$ cat config.mk
export PLATFORM = sky130hd
export DESIGN_NAME = fixed_point_log2_ln
export DESIGN_NICKNAME = d
export VERILOG_FILES = /design/src/rtl/fpl_pkg.sv /design/src/rtl/fixed_point_log2_ln.sv /design/src/rtl/fpl_ctrl.sv /design/src/rtl/fpl_datapath.sv
export SDC_FILE = /design/constraint.sdc
export NUM_CORES = 2
export LEC_CHECK = 0
export ABC_AREA = 0
export BUFFER_PORTS_ARGS = -buffer_cell sky130_fd_sc_hd__buf_4
export CAP_MARGIN = 20
export CELL_PAD_IN_SITES_DETAIL_PLACEMENT = 1
export CELL_PAD_IN_SITES_GLOBAL_PLACEMENT = 2
export CORE_MARGIN = 1
export CORE_UTILIZATION = 26
export CTS_BUF_LIST = sky130_fd_sc_hd__clkbuf_16
export DETAILED_ROUTE_END_ITERATION = 8
export PLACE_DENSITY = 0.53
export REMOVE_ABC_BUFFERS = 1
export SETUP_SLACK_MARGIN = 0.15
export SLEW_MARGIN = 10
export SYNTH_ARGS = -nofsm -noshare
export SYNTH_HDL_FRONTEND = slang
export SYNTH_HIERARCHICAL = 1
export SYNTH_SLANG_ARGS = --single-unit
$ cat constraint.sdc
create_clock -name clk -period 13.6 [get_ports clk]
set_clock_uncertainty 0.2 [all_clocks]
set_input_delay 2.04 -clock clk [delete_from_list [all_inputs] [get_ports clk]]
set_output_delay 2.04 -clock clk [all_outputs]
set_load 0.02 [all_outputs]
$ cat src/rtl/fpl_pkg.sv
`timescale 1ns / 1ps
// Shared constants, types and state encoding for the fixed-point logarithm block.
package fpl_pkg;

  localparam int FRAC_W     = 16;
  localparam int NORM_STEPS = 5;    // 16, 8, 4, 2, 1 bit leading-zero search
  localparam int STEP_W     = 5;    // holds max(NORM_STEPS, FRAC_W) - 1
  localparam int NORM_TOP   = 30;   // msb of a positive 32-bit operand

  localparam logic [30:0] LN2_Q31   = 31'd1488522236;
  localparam logic [31:0] MIN_VALUE = 32'h8000_0000;

  typedef enum logic [2:0] {
    ST_IDLE,
    ST_NORM,
    ST_SQUARE,
    ST_SCALE,
    ST_FINISH
  } state_t;

  typedef struct packed {
    logic              accept;
    logic              norm_en;
    logic              sq_en;
    logic              sq_first;
    logic              scale_en;
    logic              load_out;
    logic [STEP_W-1:0] step;
  } cmd_t;

  typedef struct packed {
    logic invalid;
    logic is_ln;
  } status_t;

endpackage

$ cat src/rtl/fixed_point_log2_ln.sv
`timescale 1ns / 1ps
// Top level of the fixed-point log2 / natural log unit.
// Usage:
//   Drive in_command (0 = log2, 1 = ln) and in_operand, a signed value with
//   FRAC_W fraction bits, and raise start. The item is taken at a rising
//   edge where start is high and busy is low.
//   The result appears on out_log_value / out_invalid, marked by out_valid
//   high for exactly one cycle; the receiver has no way to hold it off.
//   Sequence: leading-zero search, squaring on the shared multiplier, ln2
//   scaling for ln only, then the output step. busy drops on the edge where
//   out_valid rises, so the next item cannot be taken before then.
//   A zero or negative operand skips squaring and scaling: out_invalid is set
//   and log_value is the most negative value.
//   Reset (rst_n low, synchronous) returns the sequencer to idle and
//   drops any item in flight.
module fixed_point_log2_ln (
  input  logic               clk,
  input  logic               rst_n,
  input  logic               start,
  output logic               busy,
  input  logic               in_command,
  input  logic signed [31:0] in_operand,
  output logic               out_valid,
  output logic signed [31:0] out_log_value,
  output logic               out_invalid
);

  fpl_pkg::cmd_t    cmd;
  fpl_pkg::status_t status;

  fpl_ctrl u_ctrl (
    .clk       (clk),
    .rst_n     (rst_n),
    .start     (start),
    .status    (status),
    .cmd       (cmd),
    .busy      (busy),
    .out_valid (out_valid)
  );

  fpl_datapath u_datapath (
    .clk           (clk),
    .rst_n         (rst_n),
    .cmd           (cmd),
    .in_command    (in_command),
    .in_operand    (in_operand),
    .status        (status),
    .out_log_value (out_log_value),
    .out_invalid   (out_invalid)
  );

endmodule

$ cat src/rtl/fpl_ctrl.sv
`timescale 1ns / 1ps
// Sequencer for normalisation, squaring and natural-log scaling.
module fpl_ctrl (
  input  logic            clk,
  input  logic            rst_n,
  input  logic            start,
  input  fpl_pkg::status_t status,
  output fpl_pkg::cmd_t    cmd,
  output logic            busy,
  output logic            out_valid
);

  fpl_pkg::state_t state_r, state_nxt;
  logic [fpl_pkg::STEP_W-1:0] cnt_r, cnt_nxt;
  logic out_valid_r, out_valid_nxt;

  localparam logic [fpl_pkg::STEP_W-1:0] NORM_LAST = fpl_pkg::STEP_W'(fpl_pkg::NORM_STEPS - 1);
  localparam logic [fpl_pkg::STEP_W-1:0] SQ_LAST   = fpl_pkg::STEP_W'(fpl_pkg::FRAC_W - 1);

  always_ff @(posedge clk) begin
    if (!rst_n) begin
      state_r     <= fpl_pkg::ST_IDLE;
      cnt_r       <= '0;
      out_valid_r <= 1'b0;
    end else begin
      state_r     <= state_nxt;
      cnt_r       <= cnt_nxt;
      out_valid_r <= out_valid_nxt;
    end
  end

  // next state
  always_comb begin
    state_nxt = state_r;
    cnt_nxt   = cnt_r;
    case (state_r)
      fpl_pkg::ST_IDLE: begin
        cnt_nxt = '0;
        if (start) state_nxt = fpl_pkg::ST_NORM;
      end
      fpl_pkg::ST_NORM: begin
        if (status.invalid) begin
          state_nxt = fpl_pkg::ST_FINISH;
        end else if (cnt_r == NORM_LAST) begin
          state_nxt = fpl_pkg::ST_SQUARE;
          cnt_nxt   = '0;
        end else begin
          cnt_nxt = cnt_r + 1'b1;
        end
      end
      fpl_pkg::ST_SQUARE: begin
        if (cnt_r == SQ_LAST) begin
          state_nxt = status.is_ln ? fpl_pkg::ST_SCALE : fpl_pkg::ST_FINISH;
          cnt_nxt   = '0;
        end else begin
          cnt_nxt = cnt_r + 1'b1;
        end
      end
      fpl_pkg::ST_SCALE:  state_nxt = fpl_pkg::ST_FINISH;
      fpl_pkg::ST_FINISH: state_nxt = fpl_pkg::ST_IDLE;
      default:            state_nxt = fpl_pkg::ST_IDLE;
    endcase
  end

  // outputs
  always_comb begin
    cmd           = '0;
    cmd.step      = cnt_r;
    busy          = 1'b1;
    out_valid_nxt = 1'b0;
    case (state_r)
      fpl_pkg::ST_IDLE: begin
        busy       = 1'b0;
        cmd.accept = start;
      end
      fpl_pkg::ST_NORM:   cmd.norm_en = !status.invalid;
      fpl_pkg::ST_SQUARE: begin
        cmd.sq_en    = 1'b1;
        cmd.sq_first = (cnt_r == '0);
      end
      fpl_pkg::ST_SCALE:  cmd.scale_en = 1'b1;
      fpl_pkg::ST_FINISH: begin
        cmd.load_out  = 1'b1;
        out_valid_nxt = 1'b1;
      end
      default: busy = 1'b1;
    endcase
  end

  assign out_valid = out_valid_r;

endmodule

$ cat src/rtl/fpl_datapath.sv
`timescale 1ns / 1ps
// Datapath: leading-zero search, shared multiplier for squaring and ln2 scaling.
module fpl_datapath (
  input  logic                clk,
  input  logic                rst_n,
  input  fpl_pkg::cmd_t        cmd,
  input  logic                in_command,
  input  logic signed [31:0]  in_operand,
  output fpl_pkg::status_t     status,
  output logic signed [31:0]  out_log_value,
  output logic                out_invalid
);

  localparam int F   = fpl_pkg::FRAC_W;
  localparam int Z_W = F + 1;          // mantissa in [1,2)
  localparam int K_W = 6;              // integer part, -16..14
  localparam int Y_W = K_W + F;
  localparam logic [2*Z_W-1:0] HALF = (2*Z_W)'(1) << (F - 1);
  localparam logic signed [63:0] MAX32 = 64'sd2147483647;
  localparam logic signed [63:0] MIN32 = -64'sd2147483648;

  logic               is_ln_r, invalid_r;
  logic [30:0]        x_r;
  logic [4:0]         lz_r;
  logic [Z_W-1:0]     z_r;
  logic [F-1:0]       frac_r;
  logic [31:0]        ln_r;
  logic signed [31:0] out_log_value_r;
  logic               out_invalid_r;

  // leading-zero search step
  logic        top_zero;
  logic [30:0] x_shift;
  logic [4:0]  amt;

  always_comb begin
    case (cmd.step[2:0])
      3'd0:    begin top_zero = (x_r[30:15] == '0); x_shift = x_r << 16; amt = 5'd16; end
      3'd1:    begin top_zero = (x_r[30:23] == '0); x_shift = x_r << 8;  amt = 5'd8;  end
      3'd2:    begin top_zero = (x_r[30:27] == '0); x_shift = x_r << 4;  amt = 5'd4;  end
      3'd3:    begin top_zero = (x_r[30:29] == '0); x_shift = x_r << 2;  amt = 5'd2;  end
      3'd4:    begin top_zero = !x_r[30];           x_shift = x_r << 1;  amt = 5'd1;  end
      default: begin top_zero = 1'b0;               x_shift = x_r;       amt = 5'd0;  end
    endcase
  end

  // integer part and saturated log2
  logic signed [K_W-1:0] k;
  logic signed [Y_W-1:0] y;
  logic signed [63:0]    y64;
  logic signed [31:0]    y_sat;

  assign k   = signed'(K_W'(fpl_pkg::NORM_TOP - F)) - signed'({1'b0, lz_r});
  assign y   = {k, frac_r};
  assign y64 = 64'(y);

  always_comb begin
    if (y64 > MAX32)      y_sat = MAX32[31:0];
    else if (y64 < MIN32) y_sat = MIN32[31:0];
    else                  y_sat = y64[31:0];
  end

  // shared multiplier
  logic [Z_W-1:0]      z_cur;
  logic signed [32:0]  mul_a;
  logic signed [31:0]  mul_b;
  logic signed [64:0]  product;

  assign z_cur = cmd.sq_first ? x_r[30 -: Z_W] : z_r;

  always_comb begin
    if (cmd.scale_en) begin
      mul_a = {y_sat[31], y_sat};
      mul_b = {1'b0, fpl_pkg::LN2_Q31};
    end else begin
      mul_a = 33'(z_cur);
      mul_b = 32'(z_cur);
    end
  end

  assign product = mul_a * mul_b;

  // rounded square, one fraction bit per step
  logic [2*Z_W-1:0] sq_sum;
  logic [Z_W:0]     rnd;
  logic             fbit;
  logic [Z_W-1:0]   z_nxt;

  assign sq_sum = product[2*Z_W-1:0] + HALF;
  assign rnd    = sq_sum[2*Z_W-1:F];
  assign fbit   = rnd[Z_W];
  assign z_nxt  = fbit ? rnd[Z_W:1] : rnd[Z_W-1:0];

  always_ff @(posedge clk) begin
    if (!rst_n) begin
      is_ln_r   <= 1'b0;
      invalid_r <= 1'b0;
    end else if (cmd.accept) begin
      is_ln_r   <= in_command;
      invalid_r <= in_operand[31] | (in_operand == '0);
    end
  end

  always_ff @(posedge clk) begin
    if (cmd.accept) begin
      x_r  <= in_operand[30:0];
      lz_r <= '0;
    end else if (cmd.norm_en && top_zero) begin
      x_r  <= x_shift;
      lz_r <= lz_r + amt;
    end
    if (cmd.sq_en) begin
      z_r    <= z_nxt;
      frac_r <= {frac_r[F-2:0], fbit};
    end
    if (cmd.scale_en) ln_r <= product[62:31];
    if (cmd.load_out) begin
      out_invalid_r <= invalid_r;
      if (invalid_r)    out_log_value_r <= fpl_pkg::MIN_VALUE;
      else if (is_ln_r) out_log_value_r <= ln_r;
      else              out_log_value_r <= y_sat;
    end
  end

  assign status.invalid = invalid_r;
  assign status.is_ln   = is_ln_r;
  assign out_log_value  = out_log_value_r;
  assign out_invalid    = out_invalid_r;

endmodule
# Word level (Yosys, flattened, before mapping)
# Cells that the tools add are included.
[totals] reg_bits=145 in_bits=36 word_cells=80 output_inout_bits=35
[op_classes] n_bitwise=1 add_sub_neg=4 n_eq_ne=14 reduce_logical=17 multipliers=1 n_mux=28 magnitude_cmp=2
[op_table] operator="$pmux 31 s5" count=1
[op_table] operator="$mux 32" count=3
[op_table] operator="$mux 31" count=3
[op_table] operator="$mul 33x32->63" count=1
[op_table] operator="$add 34x16->34 const B" count=1
[op_table] operator="$mux 33" count=1
[op_table] operator="$gt 22x32->1 const B" count=1
[op_table] operator="$logic_not 32->1" count=1
[op_table] operator="$lt 22x32->1 const B" count=1
[op_table] operator="$pmux 5 s5" count=1
[op_table] operator="$mux 17" count=1
[op_table] operator="$logic_not 16->1" count=1
[op_table] operator="$mux 16" count=1
[op_table] operator="$mux 3" count=5
[op_table] operator="$mux 5" count=3
[op_table] operator="$pmux 5 s3" count=1
[op_table] operator="$eq 3x2->1 const B" count=4
[op_table] operator="$pmux 3 s4" count=1
[op_table] operator="$logic_not 8->1" count=1
[op_table] operator="$eq 3x1->1 const B" count=2
[op_table] operator="$eq 3x3->1 const B" count=2
[op_table] operator="$logic_not 3->1" count=2
[op_table] operator="$reduce_bool 6->1" count=1
[op_table] operator="$sub 4x5->6 const A" count=1
[op_table] operator="20 further kinds" count=27

# Logic depth before layout (Yosys ltp)
[depth] ltp_word=8 mapped_depth=42 depth_no_buf=37

# Cells and area by module
# The synthesis kept the hierarchy.
[by_module_without_submodules] module="fpl_datapath" n_inst=1 seq_area_each_um2=4013.8 cells_per_inst=3216 area_each_um2=30458.0
[by_module_without_submodules] module="fpl_ctrl" n_inst=1 seq_area_each_um2=180.2 cells_per_inst=79 area_each_um2=638.1

# Worst setup path before layout
# Ideal clock, no wire load.
[synth_timing] path_kind="flip-flop to flip-flop" start="register u_ctrl.state_r[1]" end="register u_datapath.z_r[0] (data pin)" path_slack_ns=1.723 setup_time_ns=0.260 stages_incl_launch_ff=36 t_arrival_ns=11.418 required_time_ns=13.140 synth_period_minus_slack_ns=11.877 n_path_buf=6 path_cell_list="dfxtp_1 buf_2 nand2b_2 nor2_1 and4b_1 buf_6 clkbuf_1 clkbuf_1 mux2i_1 nand2_1 a21boi_0 clkbuf_1 nand2_1 fa_1 fa_1 fa_1 fa_1 fa_1 inv_1 fa_1 fa_1 inv_1 fa_1 inv_1 ha_1 clkbuf_1 a21oi_1 o21ai_0 a221oi_1 o21ai_0 a31oi_1 o41ai_1 xnor2_1 clkinv_1 xnor2_2 mux2_2"
[synth_rtl] element="start, declared" line="fpl_ctrl.sv:13" source="fpl_pkg::state_t state_r, state_nxt;"
[synth_rtl] element="start signal, assigned" line="fpl_ctrl.sv:22" source="state_r <= fpl_pkg::ST_IDLE;"
[synth_rtl] element="start signal, assigned" line="fpl_ctrl.sv:26" source="state_r <= state_nxt;"
[synth_rtl] element="end signal, assigned" line="fpl_datapath.sv:113" source="z_r <= z_nxt;"
[synth_rtl] element="end, declared" line="fpl_datapath.sv:25" source="logic [Z_W-1:0] z_r;"

==> run_results.csv <==
group,metric,value,unit
route,ant_nets,0,
timing,fin_crit_sh,92.9,%
yosys,netlist_instances,3295,
route,met3_length,1640,um
clock_network,clk_path_buf_depth,2,
min_path,whs_path_depth,0,
global_routing,antenna_found_initial,1,
placed_design,place.gp.congestion,0.798,
cells_and_area,fin_nets,4374,
route,wl_per_cell,21.0,um
clock_network,clock_latency,0.45,ns
route,wl_met2,51800,um
route,wl_met1,50500,um
route,drtPass1Iterations,5,
worst_setup_path,worstPathArrival,12.62,ns
global_routing,grt_pass1_vias,24500,
floorplanning,start_util,26.3,%
clock_network,cts_made_buffers,17,
worst_setup_path,rr_worst_depth,32,
yosys,synth_ff_type,"edfxtp_1",
cells_and_area,drive_gt1_share,7.10,%
timing,worst_pin_slew,1.03,ns
cells_and_area,final_cell_area,0.0346,mm^2
worst_setup_path,critPathRequiredTime,13.58,ns
worst_setup_path,path_class,"reg2reg",
placed_design,placedCellCount,4940,
floorplanning,die_h,348,um
worst_setup_path,r2r-end,"u_datapath/z_r[0]",
timing,setup_violations,0,
floorplanning,ios,71,
yosys,ys_warn_count,6,
min_path,hold_class,"reg2reg",
worst_setup_path,critPathTopFamily,"adder cells",
timing,hold_viol,0,
timing,period_needed,12.64,ns
yosys,ys_types,84,
route,vias,21500,
worst_setup_path,start_kind,"flop",
worst_setup_path,rrSetupSlack,0.96,ns
route,routed_via_density,4.33,
worst_setup_path,crit_path_max_incr_delay,0.65,ns
floorplanning,core-area,0.118,mm^2
floorplanning,rows,126,
global_routing,grt_first_pass_wirelength,161000,um
timing,setup_tns,0,ns
clock_network,cts-root-buf,"clkbuf_16",
global_routing,grt_max_degree,76,
cells_and_area,final_cells,4974,
worst_setup_path,crit_top_cell,"fa_1",
worst_setup_path,cpMaxStageDelayCell,"and4b_1",
clock_network,clk_pin_slew,0.08,ns
global_routing,gr-total-overflow,0,
route,routed.top_layer,"met4",
min_path,min_from,"u_datapath/frac_r[1]",
clock_network,cts_max_level,4,
yosys,ys_seq_elements,145,
worst_setup_path,crit_fanout,15,
yosys,synth_area,0.0311,mm^2
min_path,hold_path_end,"u_datapath/frac_r[2]",
route,drt_iter0_drc,804,
yosys,ys_seq_area_share,13.5,%
cells_and_area,area_delta_synth_final,11.2,%
yosys,async_flop_share,0,%
timing,finalMaxSlewViolations,0,
timing,max_freq,79.1,MHz
floorplanning,die_area,0.121,mm^2
floorplanning,die_w,348,um
clock_network,cts_tree,"yes",
clock_network,cts_hold_buf,0,
route,drc_errors,0,
run_status,status,"finished, final reports clean",
worst_setup_path,worstPathBufferInverterCount,5,
timing,relSlewSlack,30.8,%
placed_design,place_area,0.0340,mm^2
cells_and_area,fill_cells,13700,
clock_network,post_cts_buffers,0,
cells_and_area,final_core_util,29.2,%
job,cap_violations,0,
clock_network,cts_resized,0,
worst_setup_path,endpoint_kind,"flop",
route,wirelength,105000,um
placed_design,hpwlAfterDp,88600,um
yosys,synth-edff-count,129,
clock_network,clock_sink_count,145,
global_routing,grtUsageTotal,17.9,%
worst_setup_path,r2r-start,"u_ctrl/state_r[1]",
timing,rsz0062_at_grt,"false",
yosys,postSynthAreaPerCell,9.44,um^2
placed_design,io_buffers,70,
==> Yosys cell counts, types with 28 or more instances <==
library cell	number	area share, %
nor2_1	176	2.1
fa_1	617	40
nand3_1	35	0.56
mux2_2	28	1.0
inv_1	1017	12
nand2_1	272	3.3
o21ai_0	44	0.71
a21oi_1	83	1.3
ha_1	298	12
a21o_1	35	0.84
a22oi_1	50	1.2
edfxtp_1	129	12
xnor2_1	52	1.5
mux2i_1	44	1.4
clkbuf_1	78	0.94
==> layer usage <==
| layer | global-route usage [%] | up-vias |
|---|---|---|
| met1 | 25.4 | 11200 |
| met2 | 31.2 | 192 |
| met4 | 1.57 | 0 |
| li1 | - | 10100 |
| met3 | 0.930 | 23 |
| met5 | 0 | - |
==> metrics by stage <==
stage          worst slack (ns)  hold WS (ns)
2_1_floorplan              1.32         0.241
3_5_place_dp              0.949         0.255
5_1_grt                   0.193         0.293
4_1_cts                   0.929         0.274
6_report                  0.959         0.275
3_3_place_gp              0.357         0.255
==> worst max path at each step <==
stage,start,endpoint,slack [ns],cells after the start
after floorplan,u_ctrl/state_r[1],u_datapath/z_r[0],1.32,29
after global placement,u_ctrl/state_r[1],u_datapath/z_r[0],0.36,32
after detailed placement,u_ctrl/state_r[1],u_datapath/z_r[0],0.95,32
after CTS,u_ctrl/state_r[1],u_datapath/z_r[0],0.93,32
after global routing,u_ctrl/state_r[1],u_datapath/z_r[0],0.19,32
final,u_ctrl/state_r[1],u_datapath/z_r[0],0.96,32
==> layout make-up <==
type / count / area, um^2 / share of cell area (%)
Multi-Input combinational cell: 2104 / 23000 / 66.5
Sequential cell: 145 / 4200 / 12.1
Inverter: 1024 / 3840 / 11.1
Tap cell: 1536 / 1920 / 5.56
Timing Repair Buffer: 131 / 1010 / 2.91
Clock buffer: 17 / 425 / 1.23
Clock inverter: 15 / 185 / 0.536
Antenna cell: 2 / 5.00 / 0.0145
==> worst register-to-register path: cells and delay by family (launching register included) <==
kind                       cells  cell delay, ns
AOI/OAI and AO/OA              4            1.21
xor gates and xnor gates       2            0.99
adders and majority gates      9            4.16
buffers and inverters          5            1.20
DFF                            1            0.64
muxes                          1            0.41
and+or+nand+nor               11            3.56
==> cell families after synthesis <==
| kind of cell | after synthesis | share of synthesized area (%) |
|---|---|---|
| buffers and inverters | 1115 | 13.6 |
| adders and majority gates | 915 | 51.7 |
| and+or+nand+nor | 661 | 9.91 |
| AOI/OAI and AO/OA | 305 | 6.52 |
| DFF | 145 | 13.5 |
| xor gates and xnor gates | 78 | 2.22 |
| muxes | 74 | 2.55 |
| other | 2 | 0.0242 |
==> cells in the final DEF (no fill, tap or decap), types with 17 or more instances in the layout <==
cell       netlist  routed
nor2_1         176     174
xor2_1          25      25
ha_1           298     298
a21o_1          35      35
conb_1           2      71
a21oi_1         83      82
fa_1           617     617
xnor2_1         52      52
edfxtp_1       129     129
nand3_1         35      35
or2_2           20      20
clkbuf_16        0      17
mux2i_1         44      44
nand2b_1        20      20
o21ai_0         44      43
inv_1         1017    1017
and2_1          27      26
nor3_1          22      21
mux2_2          28      28
a22oi_1         50      50
buf_4            3     128
nand2_1        272     272
==> state kept, by name (all words and copies together), names as in the netlist <==
signal / count
u_ctrl/cnt_r: 5
u_ctrl/out_valid: 1
u_ctrl/state_r: 3
u_datapath/frac_r: 16
u_datapath/invalid_r: 1
u_datapath/is_ln_r: 1
u_datapath/ln_r: 32
u_datapath/lz_r: 5
u_datapath/out_invalid: 1
u_datapath/out_log_value: 32
u_datapath/x_r: 31
u_datapath/z_r: 17
Power is not shown: default switching activity piles up to over one toggle a cycle in this logic, so the estimate is an artifact.
